$ cat src/rtl/adb_pkg.sv
// Shared types and constants for the antialiased disk blend block.
package adb_pkg;

    localparam int MAX_RADIUS_DEF = 64;
    localparam int RAD_W          = 7;
    localparam int POS_W          = 7;
    localparam int CH_W           = 8;
    localparam int SUB            = 16;
    localparam int SUB_W          = 4;
    localparam int CFG_IDX_W      = 2;
    localparam int CFG_DATA_W     = 32;

    localparam logic [CFG_IDX_W-1:0] REG_RADIUS      = 2'd0;
    localparam logic [CFG_IDX_W-1:0] REG_COLOR_START = 2'd1;
    localparam logic [CFG_IDX_W-1:0] REG_COLOR_END   = 2'd2;

    localparam logic [RAD_W-1:0]      RADIUS_RST = 7'd8;
    localparam logic [CFG_DATA_W-1:0] COLOR_RST  = 32'hFFFF_FFFF;

    typedef struct packed {
        logic [POS_W-1:0] col;
        logic [POS_W-1:0] row;
        logic [CH_W-1:0]  dst_blue;
        logic [CH_W-1:0]  dst_green;
        logic [CH_W-1:0]  dst_red;
        logic [CH_W-1:0]  dst_alpha;
    } t_in_beat;

    typedef struct packed {
        logic [CH_W-1:0] out_blue;
        logic [CH_W-1:0] out_green;
        logic [CH_W-1:0] out_red;
        logic [CH_W-1:0] out_alpha;
    } t_out_beat;

endpackage

$ cat src/rtl/adb_blend.sv
// Two-stage source-over blend of the gradient color onto the destination.
module adb_blend (
    input  logic                          i_clk,
    input  logic [1:0]                    i_en,
    input  logic [2:0][adb_pkg::CH_W-1:0] i_src,
    input  logic [adb_pkg::CH_W-1:0]      i_sa,
    input  logic [3:0][adb_pkg::CH_W-1:0] i_dst,
    output adb_pkg::t_out_beat            o_data
);
    import adb_pkg::*;

    function automatic logic [CH_W-1:0] div255(input logic [15:0] x);
        logic [16:0] t;
        t = 17'(x) + 17'(x[15:8]) + 17'd1;
        return t[15:8];
    endfunction

    logic [2:0][15:0] n_mix, r_mix;
    logic [15:0]      n_amix, r_amix;
    logic [CH_W-1:0]  inv_sa, r_sa;
    t_out_beat        n_out, r_out;

    always_comb begin
        inv_sa = 8'hFF - i_sa;
        for (int c = 0; c < 3; c++) begin
            n_mix[c] = 16'(i_src[c]) * 16'(i_sa) + 16'(i_dst[c]) * 16'(inv_sa);
        end
        n_amix = 16'(i_dst[3]) * 16'(inv_sa);
    end

    always_comb begin
        n_out.out_blue  = div255(r_mix[0]);
        n_out.out_green = div255(r_mix[1]);
        n_out.out_red   = div255(r_mix[2]);
        n_out.out_alpha = r_sa + div255(r_amix);
    end

    always_ff @(posedge i_clk) begin
        if (i_en[0]) begin
            r_mix  <= n_mix;
            r_amix <= n_amix;
            r_sa   <= i_sa;
        end
        if (i_en[1]) begin
            r_out <= n_out;
        end
    end

    assign o_data = r_out;

endmodule

$ cat config.mk
export PLATFORM = sky130hd
export DESIGN_NAME = adb_blend
export DESIGN_NICKNAME = d
export VERILOG_FILES = /design/src/rtl/adb_pkg.sv /design/src/rtl/adb_blend.sv
export SDC_FILE = /design/constraint.sdc
export NUM_CORES = 1
export LEC_CHECK = 0
export BUFFER_PORTS_ARGS = -buffer_cell sky130_fd_sc_hd__buf_2
export CORE_UTILIZATION = 50
export DETAILED_ROUTE_END_ITERATION = 7
export PLACE_DENSITY_LB_ADDON = 0.08
export SYNTH_ARGS = -nofsm -noshare
export SYNTH_HDL_FRONTEND = slang
export SYNTH_SLANG_ARGS = --single-unit
$ cat constraint.sdc
create_clock -name i_clk -period 8.65 [get_ports i_clk]
set_input_delay 0.865 -clock i_clk [delete_from_list [all_inputs] [get_ports i_clk]]
set_output_delay 0.865 -clock i_clk [all_outputs]
set_load 0.01 [all_outputs]
==> results.tsv <==
stage	metric	value	unit
global_route	antenna_found_initial	0	
floorplan	fp.coreArea	38900	um^2
route	viasPerCell	5.12	
yosys	yosys.area.top_type_share	32.8	%
power	p_leak	10.5	nW
finish	area_growth	7.10	%
yosys	synth_common_cells	inv_1, fa_1, ha_1	
yosys	async_reset_ff_share	0	%
clock_tree	numClockSinks	104	
global_route	grt_pass1_vias	14400	
global_route	grtUsageTotal	21.8	%
finish	nets	2716	
route	drt-pass1-iter-count	4	
setup_path	worstSetupStartpointType	primary input	
finish	layout-drive-gt1-share	7.09	%
yosys	synth_most_common_cell	inv_1	
route	wl_per_cell	15.7	um
finish	utilization	54.6	%
setup_path	cp-startpoint	i_sa[2]	
timing	slew_headroom	31.0	%
timing	fin_ws	2.21	ns
flow_run	cap_violations	0	
setup_path	path_max_fanout	36	
clock_tree	clockBufferDepth	2	
route	totalWireLength	40600	um
clock_tree	cts-root-buf	clkbuf_16	
route	ant_nets	0	
setup_path	cp.arrival	6.59	ns
global_route	grt_pass1_wl	70400	um
clock_tree	cts_max_level	3	
global_route	grt_max_degree	73	
power	p_per_area	381	nW/um^2
floorplan	dieWidth	201	um
min_path	hold_path_class	reg2reg	
outcome	status	finished, final reports clean	
power	max-vdd-ir-drop	0.000297	V
timing	rsz0062_at_grt	false	
clock_tree	cts_buffers	9	
yosys	yosys_warnings	0	
timing	tns	0	ns
floorplan	die_h	201	um
setup_path	crit_path_end_kind	flip-flop	
timing	worst_pin_slew	1.04	ns
clock_tree	post_cts_buffers	0	
global_route	overflow	0	
route	drt_iter0_drc	408	
setup_path	reg2reg_slack	4.99	ns
placement	pre_cts_ws	1.78	ns
timing	skew	0.00935	ns
timing	drv_slew	0	
yosys	syn_area_per_cell	9.94	um^2
floorplan	start_util	51.0	%
yosys	ys_types	50	
timing	hold_violations	0	
route	vias	13300	
placement	gp_congestion	0.825	
setup_path	r2r_cells	15	
yosys	synthCells	1995	
yosys	syn_area	19800	um^2
clock_tree	tritoncts	done	
yosys	yosysSeqAreaShare	15.7	%
timing	hold-worst-slack	0.562	ns
floorplan	io_pins	99	
yosys	synth-edff-count	104	
setup_path	crit_end	r_mix[31]$_DFFE_PP_	
setup_path	cp.required	8.79	ns
yosys	synthTopCellsByArea	fa_1, ha_1, edfxtp_1	
floorplan	die_area	40500	um^2
clock_tree	ctsHoldBuffers	0	
setup_path	reg2reg_to	o_data[6]$_DFFE_PP_	
timing	final.min_clock_period	6.44	ns
placement	place.detailed.hpwl	32800	um
placement	postPlaceCellArea	20900	um^2
timing	fmaxAchievable	0.155	GHz
route	drc_errors	0	
finish	fin_area	21200	um^2
yosys	yosys_register_bits	104	
yosys	synth_flop_cell	edfxtp_1	
timing	min_period_over_period	74.5	%
timing	setup_viol_count_final	0	
placement	portBuffers	98	
clock_tree	path_clk_slew	0.08	ns
clock_tree	cts_resized	0	
finish	fillers	3593	
yosys	yosys.area.top_type	fa_1	
clock_tree	clk_latency	0.39	ns
setup_path	r2r_start	r_amix[10]$_DFFE_PP_	
setup_path	critPathKind	in2reg	
floorplan	std_cell_rows	72	
finish	diodes	0	
-- registers in the layout, indices dropped and copies added (netlist names) --
register and flops:
r_mix 48, r_sa 8, r_amix 16, o_data 32
-- logic make-up after synthesis --
family	Yosys count	share of synthesized area (%)
AO/OA/AOI/OAI	171	6.11
XOR/XNOR	94	4.15
adder cells (fa/ha/maj)	582	49.0
buffers and inverters	500	9.46
flip-flops	104	15.7
multiplexers	3	0.170
other	1	0.0189
AND/OR/NAND/NOR	540	15.3
-- per-layer routing --
layer / GRT usage, % / share of wire [%]
met2: 37.8 / 50
met5: 0 / 0
met4: 5.29 / 1.6
met3: 2.61 / 3.4
met1: 29.0 / 45
-- worst max-delay path: stages --
cell and delay [ns]:
buf_2 0.60, buf_4 0.40, nand2_1 0.12, fa_1 0.50
fa_1 0.55, inv_1 0.05, fa_1 0.47, fa_1 0.50
fa_1 0.49, inv_1 0.05, fa_1 0.47, inv_1 0.04
ha_1 0.37, a2111oi_4 0.34, o21ai_2 0.12, a41oi_2 0.27
o21ai_1 0.13, a21oi_2 0.16, xnor2_1 0.08
-- power breakdown --
| part | switching [mW] | internal, mW |
|---|---|---|
| Sequential | 0.142 | 1.14 |
| Clock | 0.197 | 0.315 |
| Combinational | 3.45 | 2.86 |
-- layout by cell type, fill, tap and decap left out, types with 3 or more instances in the layout --
cell and n:
a21oi_2 5, conb_1 3, nand2b_1 86, nand3_1 11, mux2_2 3, inv_1 452
nor3_1 4, a21oi_1 50, a41oi_2 3, edfxtp_1 104, and2_1 107, o21ai_2 3
bufinv_16 4, buf_2 97, o21bai_1 9, nor4_1 5, ha_1 257, o21a_1 6
fa_1 325, nand4_1 10, and3_1 4, nand2_1 113, a21o_1 28, a2111oi_4 3
o21ai_0 25, xnor2_1 68, a31o_2 4, o211ai_1 8, nor2b_1 175, nor2_1 18
o21ai_1 4, a211oi_1 8, clkbuf_16 9, xor2_1 26, buf_4 10, inv_6 3
-- area by class of cell --
class                      count  area, um^2  area share (%)
multi-input combinational   1393       14800            69.9
sequential                   104        3120            14.7
inverter                     452        1700            7.99
tap                          518         648            3.05
timing repair buffer         107         561            2.64
clock buffer                   9         225            1.06
clock inverter                 7         146           0.689
-- worst min-delay path by stage --
stage / from / end / slack (ns) / cells past startpoint
finish: r_sa[0]$_DFFE_PP_ / o_data[0]$_DFFE_PP_ / 0.56 / 1
global route: r_sa[0]$_DFFE_PP_ / o_data[0]$_DFFE_PP_ / 0.57 / 1
CTS: r_sa[0]$_DFFE_PP_ / o_data[0]$_DFFE_PP_ / 0.57 / 1
detailed placement: r_sa[0]$_DFFE_PP_ / o_data[0]$_DFFE_PP_ / 0.54 / 1
global placement: r_sa[0]$_DFFE_PP_ / o_data[0]$_DFFE_PP_ / 0.54 / 1
floorplan: r_sa[0]$_DFFE_PP_ / o_data[0]$_DFFE_PP_ / 0.53 / 1
-- through the flow --
step / cells / power, mW
5_1_grt: 2590 / 9.12
3_5_place_dp: 2574 / 7.66
4_1_cts: 2590 / 8.23
2_1_floorplan: 1997 / 6.35
6_report: 2590 / 8.10
3_3_place_gp: 2574 / 7.54
(Power assumes the default switching activity.)
