File: config.mk
export PLATFORM = sky130hd
export DESIGN_NAME = adb_div
export DESIGN_NICKNAME = d
export VERILOG_FILES = /design/src/rtl/adb_pkg.sv /design/src/rtl/adb_div.sv
export SDC_FILE = /design/constraint.sdc
export NUM_CORES = 1
export LEC_CHECK = 0
export ABC_AREA = 0
export BUFFER_PORTS_ARGS = -buffer_cell sky130_fd_sc_hd__buf_2
export CAP_MARGIN = 20
export CORE_ASPECT_RATIO = 1.1
export CORE_MARGIN = 2
export CORE_UTILIZATION = 32
export DETAILED_ROUTE_END_ITERATION = 7
export GPL_TIMING_DRIVEN = 0
export PLACE_DENSITY_LB_ADDON = 0.2
export SKIP_LAST_GASP = 1
export SLEW_MARGIN = 20
export SYNTH_ARGS = -nofsm -noshare
export SYNTH_HDL_FRONTEND = slang
export SYNTH_SLANG_ARGS = --single-unit
File: constraint.sdc
create_clock -name i_clk -period 6.2 [get_ports i_clk]
set_clock_uncertainty 0.05 [all_clocks]
set_input_delay 0.93 -clock i_clk [delete_from_list [all_inputs] [get_ports i_clk]]
set_output_delay 0.93 -clock i_clk [all_outputs]
set_load 0.05 [all_outputs]
File: src/rtl/adb_pkg.sv
// Shared types and constants for the antialiased disk blend block.
package adb_pkg;

    localparam int MAX_RADIUS_DEF = 64;
    localparam int RAD_W          = 7;
    localparam int POS_W          = 7;
    localparam int CH_W           = 8;
    localparam int SUB            = 16;
    localparam int SUB_W          = 4;
    localparam int CFG_IDX_W      = 2;
    localparam int CFG_DATA_W     = 32;

    localparam logic [CFG_IDX_W-1:0] REG_RADIUS      = 2'd0;
    localparam logic [CFG_IDX_W-1:0] REG_COLOR_START = 2'd1;
    localparam logic [CFG_IDX_W-1:0] REG_COLOR_END   = 2'd2;

    localparam logic [RAD_W-1:0]      RADIUS_RST = 7'd8;
    localparam logic [CFG_DATA_W-1:0] COLOR_RST  = 32'hFFFF_FFFF;

    typedef struct packed {
        logic [POS_W-1:0] col;
        logic [POS_W-1:0] row;
        logic [CH_W-1:0]  dst_blue;
        logic [CH_W-1:0]  dst_green;
        logic [CH_W-1:0]  dst_red;
        logic [CH_W-1:0]  dst_alpha;
    } t_in_beat;

    typedef struct packed {
        logic [CH_W-1:0] out_blue;
        logic [CH_W-1:0] out_green;
        logic [CH_W-1:0] out_red;
        logic [CH_W-1:0] out_alpha;
    } t_out_beat;

endpackage

File: src/rtl/adb_div.sv
// Four-stage restoring divider giving an 8-bit quotient, two bits per stage.
module adb_div #(
    parameter int NUMW = 16,
    parameter int DENW = 8
) (
    input  logic                     i_clk,
    input  logic [3:0]               i_en,
    input  logic [NUMW-1:0]          i_num,
    input  logic [DENW-1:0]          i_den,
    output logic [adb_pkg::CH_W-1:0] o_quo
);
    import adb_pkg::*;

    localparam int CW = (NUMW > DENW + CH_W) ? NUMW : DENW + CH_W;

    logic [CW-1:0]   r_rem [4];
    logic [DENW-1:0] r_den [4];
    logic [CH_W-1:0] r_quo [4];

    for (genvar s = 0; s < 4; s++) begin : g_st
        logic [CW-1:0]   rin, t1, t0, rmid, rout;
        logic [DENW-1:0] din;
        logic [CH_W-1:0] qin, qout;

        if (s == 0) begin : g_first
            assign rin = CW'(i_num);
            assign din = i_den;
            assign qin = '0;
        end else begin : g_next
            assign rin = r_rem[s-1];
            assign din = r_den[s-1];
            assign qin = r_quo[s-1];
        end

        // The quotient is known to stay below 256, so each trial keeps the
        // remainder below the next shifted divisor.
        always_comb begin
            qout = qin;
            t1 = CW'(din) << (7 - 2 * s);
            t0 = CW'(din) << (6 - 2 * s);
            rmid = rin;
            if (rin >= t1) begin
                rmid = rin - t1;
                qout[7 - 2 * s] = 1'b1;
            end
            rout = rmid;
            if (rmid >= t0) begin
                rout = rmid - t0;
                qout[6 - 2 * s] = 1'b1;
            end
        end

        always_ff @(posedge i_clk) begin
            if (i_en[s]) begin
                r_rem[s] <= rout;
                r_den[s] <= din;
                r_quo[s] <= qout;
            end
        end
    end

    assign o_quo = r_quo[3];

endmodule

==> results.json <==
{
  "cts.htree.levels": 3,
  "antenna_violating_nets_post_route": 0,
  "series_of_cell_instances_along_the_critical_path": "buf_2 -> inv_1 -> ha_1 -> nor2b_1 -> o31a_1 -> o21ai_0 -> a41oi_1 -> clkbuf_2 -> mux2_2 -> ha_1 -> a21o_1 -> a21oi_1 -> o21ai_0 -> o41ai_1 -> o41a_1 -> nand3b_1 -> clkbuf_1 -> mux2_2",
  "grt_pass1_vias": 5314,
  "post_synth_edffs": 92,
  "floorplan.die.width_um": 143,
  "post_route_cells_drive_above_1_share_pct": 13.9,
  "final.period_utilization_pct": 93.8,
  "hold_fix_buffer_count_after_cts": 0,
  "clk-insertion-delay-late_ps": 360,
  "run_status": "finished, final reports clean",
  "cp_slowest_cell": "sky130_fd_sc_hd__o41ai_1",
  "cp_slowest_stage_delay_ps": 550,
  "worst-path-buf-inv": 4,
  "reported_max_cap_violation_count": 0,
  "gp_routability_congestion": 0.871,
  "io_buffer_count": 36,
  "grt-ovfl-total": 0,
  "finalSetupViolations": 0,
  "start_kind": "primary input",
  "met3WireLength_um": 307,
  "arrival_ps": 5880,
  "initial_core_utilization_pct": 32.7,
  "drt_wl_total_mm": 14.9,
  "slew-limit-headroom_pct": 49.1,
  "netlist-cell-type-count": 64,
  "cts_tree": "built",
  "reg2regPathDepth": 19,
  "worst_r2r_startpoint": "r_den[0][2]",
  "tritoncts.num_buffers": 9,
  "wl_met1_mm": 6.15,
  "pd_cells_nw_per_um2": 467,
  "post_dp_cell_area_um2": 7260,
  "synth-main-ff-cell": "sky130_fd_sc_hd__edfxtp_1",
  "grt_max_degree": 31,
  "clk_transition_reported_paths_ps": 70,
  "detail_route.iter0.violations": 177,
  "core.rowCount": 55,
  "final_net_count": 798,
  "top_layer": "met4",
  "timing.setup.critical_path_class": "primary input to flip-flop",
  "cts.path.max_buffers": 2,
  "diodes": 0,
  "worst_reg_to_reg_setup_slack_ps": 740,
  "synth.yosys.warnings": 0,
  "setup.worst_path.end_class": "flip-flop",
  "clk_root_buffer_cell": "sky130_fd_sc_hd__clkbuf_16",
  "worst-slew-pin-transition_ps": 744,
  "timing_limited_maximum_frequency_mhz": 172,
  "io_pins": 37,
  "hpwl_mm": 12.2,
  "ys_async_sr_fraction_pct": 0,
  "synth_seq_cells": 92,
  "crit_family": "compound AO/OA/AOI/OAI gates",
  "floorplan.core_area_um2": 20600,
  "setup_repair_after_global_routing_missed_its_margin": "no",
  "required_ps": 6260,
  "timing.setup.tns_ps": 0,
  "vias_per_cell": 5.23,
  "syn_area_per_cell_um2": 10.4,
  "design_power_total_mw": 3.53,
  "period_minus_slack_ps": 5810,
  "firstDrtPassIters": 4,
  "fill_cells": 2063,
  "dr_total_vias": 5015,
  "total_die_area_um2": 22300,
  "synth.yosys.seq_area_share_pct": 40.9,
  "clkSinkCount": 92,
  "chipHeight_um": 156,
  "detailroute.wirelength.met2_mm": 7.93,
  "cts_repair_resize_count": 0,
  "total_leakage_power_nw": 3.01,
  "drc": 0,
  "layout.cell_area.non_filler_um2": 7570,
  "synth_cells": 651,
  "antenna_found_initial": 0,
  "mappedNetlistNets": 751,
  "grt_usage_pct": 13.9,
  "postCtsSetupBuffers": 0,
  "report.final.slew_viol_count": 0,
  "critPathMaxFanout": 10,
  "hold_viol_final": 0,
  "postLayoutCoreUtil_pct": 36.7,
  "max-vdd-ir-drop_uv": 152,
  "syn2layout_area_growth_pct": 12.0,
  "worst_hold_path.endpoint": "r_quo[3][6]",
  "grt_first_pass_wirelength_mm": 24.6,
  "cell_area_synth_um2": 6760,
  "regToRegEndpoint": "r_rem[1][10]",
  "hp-start": "r_quo[2][6]",
  "holdPathStages": 0,
  "routed_wire_length_per_instance_um": 15.5,
  "min-delay-path-class": "flip-flop to flip-flop"
}
==> cell usage in the layout, fill, tap and decap left out, types with 4 or more instances in the layout <==
cell	instances
sky130_fd_sc_hd__ha_1	64
sky130_fd_sc_hd__fa_1	7
sky130_fd_sc_hd__or3_1	5
sky130_fd_sc_hd__mux2_4	6
sky130_fd_sc_hd__nor4_1	6
sky130_fd_sc_hd__or4_1	4
sky130_fd_sc_hd__o21a_1	9
sky130_fd_sc_hd__nand4b_1	4
sky130_fd_sc_hd__nor3_1	15
sky130_fd_sc_hd__or2_2	5
sky130_fd_sc_hd__o211ai_1	7
sky130_fd_sc_hd__clkbuf_16	9
sky130_fd_sc_hd__a211oi_1	7
sky130_fd_sc_hd__o31ai_1	5
sky130_fd_sc_hd__and3_1	4
sky130_fd_sc_hd__nor2_1	50
sky130_fd_sc_hd__o21ai_0	34
sky130_fd_sc_hd__nor2b_1	11
sky130_fd_sc_hd__xor2_1	12
sky130_fd_sc_hd__xnor2_1	25
sky130_fd_sc_hd__nand3_1	6
sky130_fd_sc_hd__buf_2	37
sky130_fd_sc_hd__inv_1	60
sky130_fd_sc_hd__nand2_1	35
sky130_fd_sc_hd__edfxtp_1	92
sky130_fd_sc_hd__a21o_1	16
sky130_fd_sc_hd__a21oi_1	52
sky130_fd_sc_hd__clkbuf_1	5
sky130_fd_sc_hd__mux2_2	25
sky130_fd_sc_hd__mux2i_1	10
sky130_fd_sc_hd__nand3b_1	6
sky130_fd_sc_hd__nand4_1	9
sky130_fd_sc_hd__nand2b_1	5
==> cells in the mapped netlist, types with 9 or more instances <==
cell	n	area (um2)
sky130_fd_sc_hd__xnor2_1	25	219
sky130_fd_sc_hd__inv_1	60	225
sky130_fd_sc_hd__edfxtp_1	92	2760
sky130_fd_sc_hd__xor2_1	12	105
sky130_fd_sc_hd__nor2_1	50	188
sky130_fd_sc_hd__nand2_1	35	131
sky130_fd_sc_hd__a21o_1	16	120
sky130_fd_sc_hd__ha_1	64	801
sky130_fd_sc_hd__nor3_1	15	75.1
sky130_fd_sc_hd__mux2_2	25	282
sky130_fd_sc_hd__nand4_1	9	56.3
sky130_fd_sc_hd__a21oi_1	52	260
sky130_fd_sc_hd__nor2b_1	11	68.8
sky130_fd_sc_hd__o21ai_0	34	170
sky130_fd_sc_hd__mux2i_1	10	100
sky130_fd_sc_hd__o21a_1	9	67.6
==> layout make-up <==
type	count	area, um2	share of cell area [%]
timing repair buffer	36	180	2.38
inverter	60	225	2.97
tap	256	320	4.23
clock buffer	9	225	2.97
sequential	92	2760	36.5
clock inverter	7	77.6	1.02
buffer	8	32.5	0.430
multi-input combinational	491	3750	49.5
==> sequential cells by signal (all words and copies together) (netlist names) <==
signal and count:
r_rem 48, r_den 24, r_quo 20
==> per-layer routing <==
layer  vias up  GRT usage, %
met5         -             0
met4         0          6.98
met3        34          1.68
met2        84          26.8
met1      2368          14.7
li1       2529             -
==> how the worst max path moves through the flow <==
stage	slack (ps)	depth (start not counted)	startpoint	to
2_1_floorplan	990	16	i_den[3]	r_rem[0][10]
3_3_place_gp	-150	16	i_num[2]	r_rem[0][11]
3_5_place_dp	-120	16	i_num[2]	r_rem[0][7]
4_1_cts	240	16	i_num[2]	r_rem[0][7]
5_1_grt	100	18	i_den[1]	r_rem[0][12]
6_report	390	18	i_den[1]	r_rem[0][7]
==> kinds of logic after synthesis <==
logic type,Yosys count,share of synthesized area [%]
flip-flops,92,40.9
AO/OA/AOI/OAI,165,15.8
adder cells (fa/ha/maj),71,13.9
XOR/XNOR,37,4.79
AND/OR/NAND/NOR,177,13.9
buffers and inverters,68,3.79
multiplexers,41,6.98
==> report_power, final <==
| group | internal [mW] | leakage [nW] | switching (mW) |
|---|---|---|---|
| clock | 0.286 | 0.144 | 0.264 |
| combinational | 0.905 | 1.98 | 1.07 |
| sequential | 0.911 | 0.885 | 0.0934 |
| total | 2.10 | 3.01 | 1.43 |
==> through the flow <==
stage | hold WS (ps) | setup slack [ps] | std cells
after global routing | 377 | 97.3 | 959
after global placement | 356 | -145 | 943
after CTS | 372 | 241 | 959
after detailed placement | 355 | -124 | 943
final | 371 | 386 | 959
after floorplan | 350 | 988 | 651
Note: power is estimated with default switching activity, not from simulation.
